**src/rtl/core/hnm_pkg.sv**
```systemverilog
`timescale 1ns / 1ps
// ----------------------------------------------------------------------------
// hnm_pkg
// Shared types and constants for the binary descriptor nearest match block.
// ----------------------------------------------------------------------------
package hnm_pkg;

  localparam int QUERY_BITS = 256;
  localparam int WORD_BITS  = 64;
  localparam int DIST_W     = 9;
  localparam int IDX_W      = 12;
  localparam int LVL_IN_W   = 3;
  localparam int LVL_W      = 4;
  localparam int MODE_W     = 2;
  localparam int CFG_IDX_W  = 3;

  localparam int MAX_FEATURES_DEF = 4096;
  localparam int NUM_LEVELS_DEF   = 8;

  localparam logic [DIST_W-1:0] DIST_NONE      = 9'd256;
  localparam logic [LVL_W-1:0]  LVL_NONE       = 4'hF;
  localparam logic [DIST_W-1:0] THRESHOLD_RST  = 9'd50;
  localparam logic [DIST_W-1:0] RATIO_RST      = 9'd154;

  // register indexes
  localparam logic [CFG_IDX_W-1:0] CFG_QUERY0    = 3'd0;
  localparam logic [CFG_IDX_W-1:0] CFG_QUERY1    = 3'd1;
  localparam logic [CFG_IDX_W-1:0] CFG_QUERY2    = 3'd2;
  localparam logic [CFG_IDX_W-1:0] CFG_QUERY3    = 3'd3;
  localparam logic [CFG_IDX_W-1:0] CFG_MODE      = 3'd4;
  localparam logic [CFG_IDX_W-1:0] CFG_THRESHOLD = 3'd5;
  localparam logic [CFG_IDX_W-1:0] CFG_RATIO     = 3'd6;

  // acceptance modes
  localparam logic [MODE_W-1:0] MODE_RATIO = 2'd0;
  localparam logic [MODE_W-1:0] MODE_LEVEL = 2'd1;
  localparam logic [MODE_W-1:0] MODE_NONE  = 2'd2;

  typedef struct packed {
    logic [WORD_BITS-1:0] cand_word0;
    logic [WORD_BITS-1:0] cand_word1;
    logic [WORD_BITS-1:0] cand_word2;
    logic [WORD_BITS-1:0] cand_word3;
    logic [IDX_W-1:0]     cand_index;
    logic [LVL_IN_W-1:0]  cand_level;
    logic                 skip;
    logic                 last;
  } cand_word_t;

  typedef struct packed {
    logic              match_found;
    logic [IDX_W-1:0]  best_index;
    logic [DIST_W-1:0] best_distance;
    logic [DIST_W-1:0] second_distance;
  } res_word_t;

endpackage

```
**src/rtl/core/hnm_popcnt.sv**
```systemverilog
`timescale 1ns / 1ps
// ----------------------------------------------------------------------------
// hnm_popcnt
// Population count of a 256-bit word through a byte count and adder tree.
// ----------------------------------------------------------------------------
module hnm_popcnt (
  input  logic [hnm_pkg::QUERY_BITS-1:0] bits,
  output logic [hnm_pkg::DIST_W-1:0]     count
);
  import hnm_pkg::*;

  localparam int NBYTES = QUERY_BITS / 8;

  logic [3:0] lv0 [NBYTES];
  logic [4:0] lv1 [NBYTES/2];
  logic [5:0] lv2 [NBYTES/4];
  logic [6:0] lv3 [NBYTES/8];
  logic [7:0] lv4 [NBYTES/16];

  function automatic logic [3:0] pop8(input logic [7:0] b);
    logic [3:0] c;
    c = 4'd0;
    for (int k = 0; k < 8; k++) begin
      c = c + {3'd0, b[k]};
    end
    return c;
  endfunction

  always_comb begin
    for (int i = 0; i < NBYTES; i++) begin
      lv0[i] = pop8(bits[8*i +: 8]);
    end
    for (int i = 0; i < NBYTES/2; i++) begin
      lv1[i] = {1'b0, lv0[2*i]} + {1'b0, lv0[2*i+1]};
    end
    for (int i = 0; i < NBYTES/4; i++) begin
      lv2[i] = {1'b0, lv1[2*i]} + {1'b0, lv1[2*i+1]};
    end
    for (int i = 0; i < NBYTES/8; i++) begin
      lv3[i] = {1'b0, lv2[2*i]} + {1'b0, lv2[2*i+1]};
    end
    for (int i = 0; i < NBYTES/16; i++) begin
      lv4[i] = {1'b0, lv3[2*i]} + {1'b0, lv3[2*i+1]};
    end
    count = {1'b0, lv4[0]} + {1'b0, lv4[1]};
  end

endmodule

```
**src/rtl/core/hamming_nearest_match_ratio_test_top.sv**
```systemverilog
`timescale 1ns / 1ps
// ----------------------------------------------------------------------------
// hamming_nearest_match_ratio_test_top
// Nearest and second nearest Hamming match of a candidate stream against a
// configured 256-bit query; threshold and per-mode ratio test at run end.
// ----------------------------------------------------------------------------
// result path: the decision for a run passes the input reg, distance reg, run
//   snapshot reg and result reg before it appears on res_valid
// throughput: one candidate word per cycle; a waiting result blocks a
//   following last word, and the words behind that last word stall with it
// reset: rst clears the pipeline, the running best/second state and the
//   registers to their defaults (threshold 50, ratio 154, mode 0, query 0)
module hamming_nearest_match_ratio_test_top #(
  parameter int MAX_FEATURES = hnm_pkg::MAX_FEATURES_DEF,
  parameter int NUM_LEVELS   = hnm_pkg::NUM_LEVELS_DEF
) (
  input  logic                          clk,
  input  logic                          rst,
  input  logic                          cand_valid,
  output logic                          cand_stall,
  input  hnm_pkg::cand_word_t           cand,
  output logic                          res_valid,
  input  logic                          res_stall,
  output hnm_pkg::res_word_t            res,
  input  logic                          cfg_we,
  input  logic [hnm_pkg::CFG_IDX_W-1:0] cfg_index,
  input  logic [hnm_pkg::WORD_BITS-1:0] cfg_data
);
  import hnm_pkg::*;

  // configuration
  logic [QUERY_BITS-1:0] query;
  logic [MODE_W-1:0]     accept_mode;
  logic [DIST_W-1:0]     dist_threshold;
  logic [DIST_W-1:0]     ratio_q8;

  always_ff @(posedge clk) begin
    if (rst) begin
      query          <= '0;
      accept_mode    <= MODE_RATIO;
      dist_threshold <= THRESHOLD_RST;
      ratio_q8       <= RATIO_RST;
    end else if (cfg_we) begin
      unique case (cfg_index)
        CFG_QUERY0:    query[0*WORD_BITS +: WORD_BITS] <= cfg_data;
        CFG_QUERY1:    query[1*WORD_BITS +: WORD_BITS] <= cfg_data;
        CFG_QUERY2:    query[2*WORD_BITS +: WORD_BITS] <= cfg_data;
        CFG_QUERY3:    query[3*WORD_BITS +: WORD_BITS] <= cfg_data;
        CFG_MODE:      accept_mode    <= cfg_data[MODE_W-1:0];
        CFG_THRESHOLD: dist_threshold <= cfg_data[DIST_W-1:0];
        CFG_RATIO:     ratio_q8       <= cfg_data[DIST_W-1:0];
        default: ;
      endcase
    end
  end

  // pipeline flow
  logic s1_valid, s2_valid, s3_valid;
  logic out_move, s3_adv, s3_free, s2_adv, s2_free, s1_adv, s1_free;
  logic s2_last;

  assign out_move   = !res_valid || !res_stall;
  assign s3_adv     = s3_valid && out_move;
  assign s3_free    = !s3_valid || out_move;
  assign s2_adv     = s2_valid && (!s2_last || s3_free);
  assign s2_free    = !s2_valid || s2_adv;
  assign s1_adv     = s1_valid && s2_free;
  assign s1_free    = !s1_valid || s1_adv;
  assign cand_stall = !s1_free;

  // stage 1: input register
  cand_word_t s1;

  always_ff @(posedge clk) begin
    if (rst) begin
      s1_valid <= 1'b0;
    end else if (s1_free) begin
      s1_valid <= cand_valid;
    end
  end

  always_ff @(posedge clk) begin
    if (s1_free && cand_valid) begin
      s1 <= cand;
    end
  end

  // stage 2: distance register
  logic [QUERY_BITS-1:0] diff;
  logic [DIST_W-1:0]     ham_dist;
  logic                  s1_ok;
  logic [DIST_W-1:0]     s2_dist;
  logic [IDX_W-1:0]      s2_idx;
  logic [LVL_W-1:0]      s2_lvl;
  logic                  s2_ok;

  assign diff = query ^ {s1.cand_word3, s1.cand_word2, s1.cand_word1, s1.cand_word0};
  assign s1_ok = !s1.skip && (32'(s1.cand_index) < 32'(MAX_FEATURES))
              && (32'(s1.cand_level) < 32'(NUM_LEVELS));

  hnm_popcnt u_popcnt (
    .bits  (diff),
    .count (ham_dist)
  );

  always_ff @(posedge clk) begin
    if (rst) begin
      s2_valid <= 1'b0;
    end else if (s2_free) begin
      s2_valid <= s1_valid;
    end
  end

  always_ff @(posedge clk) begin
    if (s2_free && s1_valid) begin
      s2_dist <= ham_dist;
      s2_idx  <= s1.cand_index;
      s2_lvl  <= {1'b0, s1.cand_level};
      s2_ok   <= s1_ok;
      s2_last <= s1.last;
    end
  end

  // running best and second
  logic [DIST_W-1:0] best_dist, second_dist;
  logic [IDX_W-1:0]  best_idx;
  logic [LVL_W-1:0]  best_lvl, second_lvl;
  logic [DIST_W-1:0] upd_best_dist, upd_second_dist;
  logic [IDX_W-1:0]  upd_best_idx;
  logic [LVL_W-1:0]  upd_best_lvl, upd_second_lvl;
  logic [DIST_W-1:0] best_dist_next, second_dist_next;
  logic [IDX_W-1:0]  best_idx_next;
  logic [LVL_W-1:0]  best_lvl_next, second_lvl_next;

  always_comb begin
    upd_best_dist   = best_dist;
    upd_second_dist = second_dist;
    upd_best_idx    = best_idx;
    upd_best_lvl    = best_lvl;
    upd_second_lvl  = second_lvl;
    if (s2_ok) begin
      if (s2_dist < best_dist) begin
        upd_second_dist = best_dist;
        upd_second_lvl  = best_lvl;
        upd_best_dist   = s2_dist;
        upd_best_lvl    = s2_lvl;
        upd_best_idx    = s2_idx;
      end else if (s2_dist < second_dist) begin
        upd_second_dist = s2_dist;
        upd_second_lvl  = s2_lvl;
      end
    end
    best_dist_next   = best_dist;
    second_dist_next = second_dist;
    best_idx_next    = best_idx;
    best_lvl_next    = best_lvl;
    second_lvl_next  = second_lvl;
    if (s2_adv) begin
      if (s2_last) begin
        best_dist_next   = DIST_NONE;
        second_dist_next = DIST_NONE;
        best_idx_next    = '0;
        best_lvl_next    = LVL_NONE;
        second_lvl_next  = LVL_NONE;
      end else begin
        best_dist_next   = upd_best_dist;
        second_dist_next = upd_second_dist;
        best_idx_next    = upd_best_idx;
        best_lvl_next    = upd_best_lvl;
        second_lvl_next  = upd_second_lvl;
      end
    end
  end

  always_ff @(posedge clk) begin
    if (rst) begin
      best_dist   <= DIST_NONE;
      second_dist <= DIST_NONE;
      best_idx    <= '0;
      best_lvl    <= LVL_NONE;
      second_lvl  <= LVL_NONE;
    end else begin
      best_dist   <= best_dist_next;
      second_dist <= second_dist_next;
      best_idx    <= best_idx_next;
      best_lvl    <= best_lvl_next;
      second_lvl  <= second_lvl_next;
    end
  end

  // stage 3: final snapshot of a run
  logic [DIST_W-1:0] s3_best_dist, s3_second_dist;
  logic [IDX_W-1:0]  s3_best_idx;
  logic              s3_lvl_eq;

  always_ff @(posedge clk) begin
    if (rst) begin
      s3_valid <= 1'b0;
    end else if (s3_free) begin
      s3_valid <= s2_valid && s2_last;
    end
  end

  always_ff @(posedge clk) begin
    if (s3_free && s2_valid && s2_last) begin
      s3_best_dist   <= upd_best_dist;
      s3_second_dist <= upd_second_dist;
      s3_best_idx    <= upd_best_idx;
      s3_lvl_eq      <= (upd_best_lvl == upd_second_lvl);
    end
  end

  // decision
  logic [2*DIST_W-1:0] lhs, rhs;
  logic                found;

  assign lhs = {1'b0, s3_best_dist, 8'd0};
  assign rhs = ratio_q8 * s3_second_dist;

  always_comb begin
    found = 1'b0;
    if (s3_best_dist < DIST_NONE && s3_best_dist <= dist_threshold) begin
      case (accept_mode)
        MODE_RATIO: found = lhs < rhs;
        MODE_LEVEL: found = !(s3_lvl_eq && lhs > rhs);
        default:    found = 1'b1;
      endcase
    end
  end

  always_ff @(posedge clk) begin
    if (rst) begin
      res_valid <= 1'b0;
    end else if (out_move) begin
      res_valid <= s3_valid;
    end
  end

  always_ff @(posedge clk) begin
    if (s3_adv) begin
      res.match_found     <= found;
      res.best_index      <= s3_best_idx;
      res.best_distance   <= s3_best_dist;
      res.second_distance <= s3_second_dist;
    end
  end

  // checks
  ast_order: assert property (@(posedge clk) disable iff (rst)
    best_dist <= second_dist)
    else $error("best distance above second distance");

  ast_clear: assert property (@(posedge clk) disable iff (rst)
    s2_adv && s2_last |=> best_dist == DIST_NONE && second_dist == DIST_NONE
                          && best_lvl == LVL_NONE)
    else $error("running state not cleared after end of run");

  ast_no_best_lvl: assert property (@(posedge clk) disable iff (rst)
    best_dist == DIST_NONE |-> best_lvl == LVL_NONE && best_idx == '0)
    else $error("level or index held without a best candidate");

  ast_found: assert property (@(posedge clk) disable iff (rst)
    res_valid && res.match_found |-> res.best_distance != DIST_NONE)
    else $error("match reported for empty run");

endmodule

```
**config.mk**
```make
export PLATFORM = sky130hd
export DESIGN_NAME = hamming_nearest_match_ratio_test_top
export DESIGN_NICKNAME = d
export VERILOG_FILES = /design/src/rtl/core/hnm_pkg.sv /design/src/rtl/core/hnm_popcnt.sv /design/src/rtl/core/hamming_nearest_match_ratio_test_top.sv
export SDC_FILE = /design/constraint.sdc
export NUM_CORES = 2
export LEC_CHECK = 0
export BUFFER_PORTS_ARGS = -buffer_cell sky130_fd_sc_hd__buf_4
export CAP_MARGIN = 20
export CORE_ASPECT_RATIO = 2
export CORE_MARGIN = 4
export CORE_UTILIZATION = 45
export CTS_CLUSTER_DIAMETER = 30
export DETAILED_ROUTE_END_ITERATION = 16
export GPL_ROUTABILITY_DRIVEN = 0
export PLACE_DENSITY = 0.66
export SLEW_MARGIN = 20
export SYNTH_ARGS = -nofsm -noshare
export SYNTH_HDL_FRONTEND = slang
export SYNTH_SLANG_ARGS = --single-unit
```
**constraint.sdc**
```tcl
create_clock -name clk -period 20.6 [get_ports clk]
set_input_delay 4.12 -clock clk [delete_from_list [all_inputs] [get_ports clk]]
set_output_delay 4.12 -clock clk [all_outputs]
set_load 0.01 [all_outputs]
```
==> metrics.md <==
| Metric | Value |
|---|---|
| Area delta synth->final | `19.9%` |
| Dpl hpwl | `74300 µm` |
| Count leader, synth | `nand2_1` |
| Top sig layer | `met5` |
| #FFs+latches synth | `679` |
| Pins Over Slew Limit | `0` |
| M1 wire length | `34100 µm` |
| Layout Cells excl Fill | `4775` |
| Synth warnings | `0` |
| Global-route wire length before repair | `148000 µm` |
| Drt pass-1 iters | `5` |
| Register area share after synthesis | `47.3%` |
| I/O Buffers | `377` |
| Vias in the first global route | `25.5k` |
| Vias | `23.8k` |
| Clock-pin slew on the worst setup and hold paths | `70 ps` |
| Min Tclk post-route | `9100 ps` |
| Initial Util | `45.3%` |
| Critical Path Sink Type | `flop` |
| # resized after CTS | `0` |
| Share of the synthesized area in the top cell type | `29.8%` |
| Post-synth EDFFs | `361` |
| Synth top cells by count | `644 x nand2_1, 398 x inv_1, 361 x edfxtp_1, 318 x dfxtp_1, 301 x fa_1` |
| Avg Inst Size Synth | `11.1 µm²` |
| Startpoint Class | `flop` |
| Slew @ Worst Pin | `1070 ps` |
| Detailed Route Iter0 Violations | `1264` |
| Pin count of the biggest net entering global routing | `138` |
| Outcome | `complete, no violations` |
| Synth area leaders | `edfxtp_1 30%, dfxtp_1 18%, fa_1 17%` |
| Max-Cap Viols | `0` |
| H-tree depth | `3` |
| Final worst setup slack | `11500 ps` |
| Hold-fix buffers at CTS | `0` |
| Final hold violations | `0` |
| Hold WC Path Type | `flop to flop` |
| Slew HR | `28.7%` |
| Hold Startpoint | `s1[11]` |
| Post-synth top flop | `edfxtp_1` |
| CP delay by family, top | `adder cells` |
| Postcts setup bufs | `0` |
| Core footprint | `0.0802 mm²` |
| RSZ-0062 raised after global routing | `no` |
| Fmax | `110 MHz` |
| Sink Count | `679` |
| Worst path bufs/invs | `6` |
| Root Buffer | `clkbuf_16` |
| DR WL/cell | `20.4 µm` |
| DRC viols | `0` |
| Nets@finish | `4476` |
| Met2 routed WL | `53500 µm` |
| Share of layout cells above drive strength 1 | `16.3%` |
| Netlist cell types | `55` |
| Total CTS buffers | `93` |
| Die Span Y | `410 µm` |
| Reg-to-reg slack, setup | `11500 ps` |
| Clk_skew | `30.8 ps` |
| Worst-skew pair later-pin latency | `670 ps` |
| Die Wd | `209 µm` |
| Syn_nets | `4102` |
| Cell total after placement | `4587` |
| Gr usage total | `22.9%` |
| Ports | `378` |
| Final setup vio count | `0` |
| Fin crit share | `44.2%` |
| Worst Setup SP | `s1[178]` |
| Clock buffer depth | `3` |
| Final core occ | `54.4%` |
| Syn Inst Count | `3266` |
| Antenna violations before repair | `12` |
| Crit-path max FO | `2` |
| Max stage delay cell, worst path | `fa_1` |
| Worst R2R Start | `s1[178]` |
| CP dominant cell by count | `fa_1` |
| Global route overflow | `0` |
| WS Path Type | `flop to flop` |
| Leading area contributor after synthesis | `edfxtp_1` |
| Area of the die | `0.0857 mm²` |
| Vias/cell | `4.99` |
| Pre-CTS WS | `11410 ps` |
| Asr flop ratio synth | `0%` |
| WL met3 | `5180 µm` |
| Setup_tns | `0 ps` |
| Delay of the slowest critical-path stage | `580 ps` |
| WP data arrival | `9510 ps` |
| Mapped Area | `0.0364 mm²` |
| Critical Path RT | `21010 ps` |
| DRT antenna net count | `0` |
| Rows | `147` |
| CTS tree | `built` |
| Final wirelength | `97600 µm` |
==> state kept, by name, summed over array words and instances (netlist names), 9 cells and up <==
| signal | flops |
|---|---|
| s2_idx | 12 |
| s3_best_idx | 12 |
| s3_second_dist | 9 |
| second_dist | 9 |
| dist_threshold | 9 |
| best_dist | 9 |
| res | 31 |
| s3_best_dist | 9 |
| s1 | 273 |
| ratio_q8 | 9 |
| query | 256 |
| s2_dist | 9 |
| best_idx | 12 |
==> final cells by class <==
class | instances | area, µm²
clock inverters | 63 | 744
inverters | 398 | 1490
fillers | 7093 | 36600
clock buffers | 113 | 2540
well taps | 1043 | 1310
multi-input cells | 2074 | 17300
flip-flops and latches | 679 | 17200
repair buffers | 394 | 3000
diodes | 11 | 27.5
==> metal layers <==
layer  vias up  track usage [%]
met4         6             10.6
li1      11314                -
met1     11620             24.9
met5         -                0
met2       707             42.9
met3       201             3.94
==> layout by cell type (no fill, tap or decap), drive strengths merged, types with 19 or more instances in the layout <==
cell type	n
nand2	644
inv	425
buf	393
edfxtp	361
dfxtp	318
fa	301
a21oi	298
ha	190
xnor2	173
xor2	135
clkbuf	114
o21ai	53
nor2	41
nor2b	31
and2	29
clkinv	22
mux2	21
nand3	19
==> worst register-to-register path, delay by kind of cell (launching register included) <==
family | cells | cell delay [ps]
XOR/XNOR | 3 | 600
AO/OA/AOI/OAI | 3 | 410
flip-flops | 1 | 390
buffers and inverters | 6 | 300
adder cells (fa/ha/maj) | 15 | 6940
AND/OR/NAND/NOR | 2 | 200
==> metrics by stage <==
| stage | hold WS, ps | area (µm²) |
|---|---|---|
| final | 414 | 43600 |
| after global routing | 422 | 43600 |
| after CTS | 417 | 43500 |
| after detailed placement | 405 | 40200 |
| after global placement | 402 | 40200 |
| after floorplan | 400 | 36400 |
==> cells by family (layout without fill, tap and decap cells) <==
logic type                 count (synthesis)  after routing  share of synthesized area, %
and+or+nand+nor                          808            808                          9.12
DFF                                      679            679                          47.3
buffers and inverters                    513            968                          5.35
adders and majority gates                491            491                          23.1
AOI/OAI and AO/OA                        442            442                          6.91
xor gates and xnor gates                 308            308                          7.42
muxes                                     25             25                         0.761
other                                      0             11                             0
==> final timing paths <==
kind | cells past startpoint | to
worst max-delay path | 29 | s2_dist[8]
worst min-delay path | 0 | s2_idx[6]
worst max register to register | 29 | s2_dist[8]
worst min register to register | 0 | s2_idx[6]
Power is left out: the tool's default activity adds up to more than one toggle a clock period on the data nets, which glitch-free logic cannot reach.
